[src/rtl/core/sgdm_pkg.sv]
// ----------------------------------------------------------------------------
// sgdm_pkg: shared definitions for the momentum optimizer block
// Word widths, configuration register indexes, reset values and saturation.
// ----------------------------------------------------------------------------
`default_nettype none

package sgdm_pkg;

  localparam int DATA_W = 32;                 // Q16.16 data word
  localparam int COEF_W = 16;                 // unsigned Q0.16 coefficient
  localparam int IDX_W  = 12;                 // element index field
  localparam int CFG_IDX_W  = 2;
  localparam int CFG_DATA_W = 16;
  localparam int MUL_W  = COEF_W + 1 + DATA_W; // signed coef * word product
  localparam int SUM_W  = MUL_W + 1;           // product plus a word, exact

  localparam int ELEMENTS_DEF  = 4096;
  localparam int FRAC_BITS_DEF = 16;

  typedef enum logic [CFG_IDX_W-1:0] {
    CFG_LEARNING_RATE   = 2'd0,
    CFG_MOMENTUM_FACTOR = 2'd1,
    CFG_NESTEROV_MODE   = 2'd2
  } cfg_reg_t;

  localparam logic [COEF_W-1:0] LR_RESET  = 16'd655;
  localparam logic [COEF_W-1:0] MOM_RESET = 16'd0;

  typedef logic signed [DATA_W-1:0] word_t;

  // clamp an exact sum to the signed word range
  function automatic word_t sat_word(input logic signed [SUM_W-1:0] x);
    logic [SUM_W-DATA_W:0] top;
    word_t res;
    top = x[SUM_W-1:DATA_W-1];
    if ((top == '0) || (top == '1)) begin
      res = x[DATA_W-1:0];
    end else if (x[SUM_W-1]) begin
      res = {1'b1, {(DATA_W-1){1'b0}}};
    end else begin
      res = {1'b0, {(DATA_W-1){1'b1}}};
    end
    return res;
  endfunction

endpackage

`default_nettype wire

[src/rtl/core/sgdm_out_buf.sv]
// ----------------------------------------------------------------------------
// sgdm_out_buf: two-word output buffer
// Parts the pipeline from the result channel; full is registered.
// ----------------------------------------------------------------------------
`default_nettype none

module sgdm_out_buf (
  input  wire logic                 clk,
  input  wire logic                 rst,
  input  wire logic                 push,
  input  wire sgdm_pkg::word_t      push_data,
  output logic                      full,
  output logic                      out_valid,
  input  wire logic                 out_stall,
  output sgdm_pkg::word_t           new_param
);

  sgdm_pkg::word_t entry [2];
  logic            wr_ptr;
  logic            rd_ptr;
  logic [1:0]      count;
  logic            pop;

  assign out_valid = (count != 2'd0);
  assign full      = (count == 2'd2);
  assign pop       = out_valid && !out_stall;
  assign new_param = entry[rd_ptr];

  always_ff @(posedge clk) begin
    if (push) begin
      entry[wr_ptr] <= push_data;
    end
  end

  always_ff @(posedge clk) begin
    if (rst) begin
      wr_ptr <= 1'b0;
      rd_ptr <= 1'b0;
      count  <= 2'd0;
    end else begin
      if (push) begin
        wr_ptr <= !wr_ptr;
      end
      if (pop) begin
        rd_ptr <= !rd_ptr;
      end
      if (push && !pop) begin
        count <= count + 2'd1;
      end else if (pop && !push) begin
        count <= count - 2'd1;
      end
    end
  end

endmodule

`default_nettype wire

[config.mk]
export PLATFORM = sky130hd
export DESIGN_NAME = sgdm_out_buf
export DESIGN_NICKNAME = d
export VERILOG_FILES = /design/src/rtl/core/sgdm_pkg.sv /design/src/rtl/core/sgdm_out_buf.sv
export SDC_FILE = /design/constraint.sdc
export NUM_CORES = 1
export LEC_CHECK = 0
export ABC_AREA = 1
export BUFFER_PORTS_ARGS = -buffer_cell sky130_fd_sc_hd__buf_4
export CAP_MARGIN = 20
export CORE_ASPECT_RATIO = 1.5
export CORE_UTILIZATION = 52
export DETAILED_ROUTE_END_ITERATION = 10
export PLACE_DENSITY_LB_ADDON = 0.12
export SKIP_CTS_REPAIR_TIMING = 1
export SLEW_MARGIN = 5
export SYNTH_ARGS = -nofsm -noshare
export SYNTH_HDL_FRONTEND = slang
export SYNTH_SLANG_ARGS = --single-unit
[constraint.sdc]
create_clock -name clk -period 4.5 [get_ports clk]
set_clock_uncertainty 0.15 [all_clocks]
set_input_delay 0.45 -clock clk [delete_from_list [all_inputs] [get_ports clk]]
set_output_delay 0.45 -clock clk [all_outputs]
set_load 0.1 [all_outputs]
Yosys cells after proc, flatten, opt, wreduce, memory -nomap -nowiden:

Memories as Yosys holds them, arrays and structs flattened. A register that Yosys moved wholly into a read port is not among the register bits.
Cells that the tools add are included.

* bits in registers: 4
* memory bits (writable): 64
* bits of input ports: 36
* output and inout port bits: 34
* word-level logic and storage cells: 23
* memories kept: 1

* add/subtract/negate cells: 2
* equal/unequal tests: 1
* multiplexer cells: 6
* reductions and logical operators: 10

Memory list
* entry: words 2, bits a word 32, rd ports 1, clocked after memory_dff 1, write ports 1, RTL line sgdm_out_buf.sv:18 `sgdm_pkg::word_t entry [2];`

Operator list (count)
* 1-bit zero test: 5
* 1-bit two-way mux: 4
* 2-bit two-way mux: 2
* 2-bit nonzero test: 2
* 1-bit logical AND: 3
* 2-bit by 1-bit adder with 2-bit output, second input constant: 1
* 2-bit equality test, second input constant: 1
* 2-bit by 1-bit subtractor with 2-bit output, second input constant: 1

Longest topological paths before layout:

* depth after elaboration: 5
* depth in mapped cells: 10
* mapped depth without buffers: 10

Worst setup path before layout:

OpenSTA, ideal clock, no wires.

* path kind: input to register
* start: in push
* end: mem entry[0][0] in the netlist's numbering, enable pin
* library setup time: 422 ps
* data arrival time: 1839 ps
* data required time: 3928 ps
* slack: 2089 ps
* cell stages on the path: 2
* buffers on the path: 0
* cell sequence: inv_1 nor2_1

* cells in the longest elaborated chain, start to end: 2

Ends and longest elaborated chain
* from (decl): RTL line sgdm_out_buf.sv:10 `input wire logic push,`
* 1-bit two-way mux: RTL line sgdm_out_buf.sv:30 `if (push) begin`
* 1-bit two-way mux (implied by the code): RTL line sgdm_out_buf.sv:31 `entry[wr_ptr] <= push_data;`
* to (decl): RTL line sgdm_out_buf.sv:18

Every way passes these cells.

==> metrics.md <==
| Metric | Value |
|---|---|
| Status | complete, no violations |
| Sw frac | 35.9% |
| DR top layer | met4 |
| Net Count, Synth | 173 |
| Met2 Routed Length | 2190 µm |
| Final period utilization | 58.5% |
| WL met3 | 296 µm |
| Post-Synthesis Cells | 136 |
| Register clock-pin slew on the reported worst setup and hold paths | 0.06 ns |
| Worst R2R Setup Slack | 2.73 ns |
| Syn. warnings | 0 |
| RSZ-0062 raised after global routing | no |
| PwrDens | 497 mW/mm² |
| Worst path cell trace | mux2_2 -> buf_4 |
| Count of cell types in the netlist | 15 |
| Achievable Freq | 0.380 GHz |
| Fill count | 354 |
| Routability Congestion | 0.676 |
| DP HPWL | 2830 µm |
| P_leak | 1.38 nW |
| Routed via count | 1410 |
| First DRT Iteration DRCs | 31 |
| Length of the first detailed-routing pass in iterations | 4 |
| Initial antenna violation count | 0 |
| Most common cell in the synthesized netlist | edfxtp_1 |
| Total CTS buffers | 9 |
| Worst-path maximum fanout | 32 |
| Worst skew pair latency | 0.33 ns |
| Critical path launch point type | flop |
| Worst R2R Start | wr_ptr |
| Root buffer cell | clkbuf_8 |
| Maxcap violations | 0 |
| ANT cells | 0 |
| Row cnt | 31 |
| Min-delay worst type | in -> reg |
| Post-synthesis sequential area ratio | 74.8% |
| Worst Setup Path Type | reg -> out |
| Most instantiated cells after synthesis | edfxtp_1 (64), mux2_4 (30), inv_1 (9) |
| First-pass GRT wire length | 6550 µm |
| H-tree depth | 3 |
| Yosys top cell area share | 71.1% |
| Worst Path Arrival | 2.03 ns |
| Slew headroom | 30.5% |
| Int Pwr | 0.00108 W |
| Initial Utilization | 54.8% |
| Synth async-reset ratio | 0% |
| Flops & latches, synth | 69 |
| Antenna Nets Post-Route | 0 |
| Overflow after GRT | 0 |
| Syn-to-layout area delta | 25.7% |
| Largest net degree at the start of global routing | 33 |
| Drt total wl | 4190 µm |
| Final nets | 250 |
| Routed len/inst | 14.8 µm |
| Total Routing Usage GR | 17.7% |
| Die height | 90.3 µm |
| Hold Startpoint | rst |
| Top FF cell, synth | edfxtp_1 |
| Synth area leader | edfxtp_1 |
| Final Setup Violations | 0 |
| Post-layout min period | 2.63 ns |
| DR DRC count | 0 |
| Crit-path slowest cell | dfxtp_2 |
| Post-synth EDFFs | 64 |
| Slew of the pin with the lowest slew margin | 1.04 ns |
| Synth top area cells | edfxtp_1 (71%), mux2_4 (17%), dfxtp_1 (3.7%) |
| Placeable Area | 0.00493 mm² |
| Largest stage delay, worst path | 1.01 ns |
| Share of cells above drive strength 1 | 53.0% |
| Net Sw Power | 0.000606 W |
| Die area | 0.00549 mm² |
| Worst VDD drop | 0.000305 V |
| CTS Sinks | 69 |
| I/O Pins | 70 |
| IO Port Bufs | 69 |
| Post-placement cell area | 0.00325 mm² |
| Endpoints failing hold | 0 |
| Worst Path Required | 3.90 ns |
| M1 wire length | 1460 µm |
| Die Width | 60.9 µm |
| Vias in the first global route | 1515 |
| Sequential Power Share | 46.1% |
| Crit. End Element | output port |
| Share of total power in the clock network | 23.1% |
| Syn_area_per_cell | 19.9 µm² |
| Final count of pins violating max slew | 0 |
| CTS tree | done |
| Logic pwr share | 30.9% |
| CTS Buffer Depth | 2 |
| Via density per instance | 4.98 |
| Post-Syn Area | 0.00270 mm² |
| Fin area | 0.00340 mm² |
| Setup TNS | 0 ns |
through the flow:
stage / hold slack [ns] / power [W] / setup slack [ns] / util [%] / instances
floorplan: 0.315 / 0.00122 / 2.09 / - / 136
global placement: 0.327 / 0.00130 / 2.23 / 65.9 / 268
detailed placement: 0.365 / 0.00131 / 2.19 / 65.9 / 268
CTS: 0.122 / 0.00170 / 1.82 / 68.9 / 283
global route: 0.123 / 0.00174 / 1.77 / 68.9 / 283
finish: 0.142 / 0.00169 / 1.87 / 68.9 / 283
cell usage in the layout (no fill, tap or decap):
cell type and n:
buf_4 70, clkbuf_8 9, nor2_4 1, edfxtp_1 64, clkbuf_1 3, inv_1 9, dfxtp_1 4, o21ai_0 1
clkinv_1 1, mux2_4 30, dfxtp_2 1, nand2_1 8, nand4_1 1, nor2_1 5, a21oi_1 2, ha_1 1
clkinv_2 2, nand3_1 2, mux2_2 2, nor3_1 1
cell type report:
cell class	count	area (µm²)	area share, %
multi-input cells	54	582	17.1
clock buffers	12	135	3.98
clock inverters	3	13.8	0.405
repair buffers	70	526	15.5
inverters	9	33.8	0.995
well taps	66	82.6	2.43
flip-flops and latches	69	2020	59.6
worst paths after layout:
path	end	depth (start not counted)
hold / removal	wr_ptr	2
setup / recovery	new_param[24]	2
setup reg to reg	entry[1][8]	3
hold reg to reg	wr_ptr	2
state kept, by name (all words and copies together), names as in the netlist, named ones only:
name and flops:
wr_ptr 1, entry 64, count 2, rd_ptr 1
per-layer routing:
| layer | vias up | global-route usage (%) |
|---|---|---|
| met5 | - | 0 |
| met4 | 0 | 15.5 |
| met3 | 22 | 7.31 |
| met2 | 65 | 28.0 |
| met1 | 665 | 16.3 |
| li1 | 658 | - |
power groups by stage:
stage | registers, W | logic (W) | clock network (W)
after detailed placement | 0.000792 | 0.000523 | 0
after floorplan | 0.000766 | 0.000459 | 0
after global routing | 0.000782 | 0.000540 | 0.000423
after global placement | 0.000788 | 0.000515 | 0
final | 0.000777 | 0.000521 | 0.000390
after CTS | 0.000778 | 0.000523 | 0.000401
worst max-delay path, delay by kind of cell, from the launching register on:
| family | cells | cell delay (ns) |
|---|---|---|
| mux | 1 | 0.43 |
| flops | 1 | 1.01 |
| buf+inv | 1 | 0.23 |
logic make-up after synthesis:
group / share of synthesized area, %
AOI/OAI and AO/OA: 0.556
buffers and inverters: 3.89
and+or+nand+nor: 2.73
muxes: 17.5
DFF: 74.8
adders and majority gates: 0.463
Power figures use the tool's default switching activity.
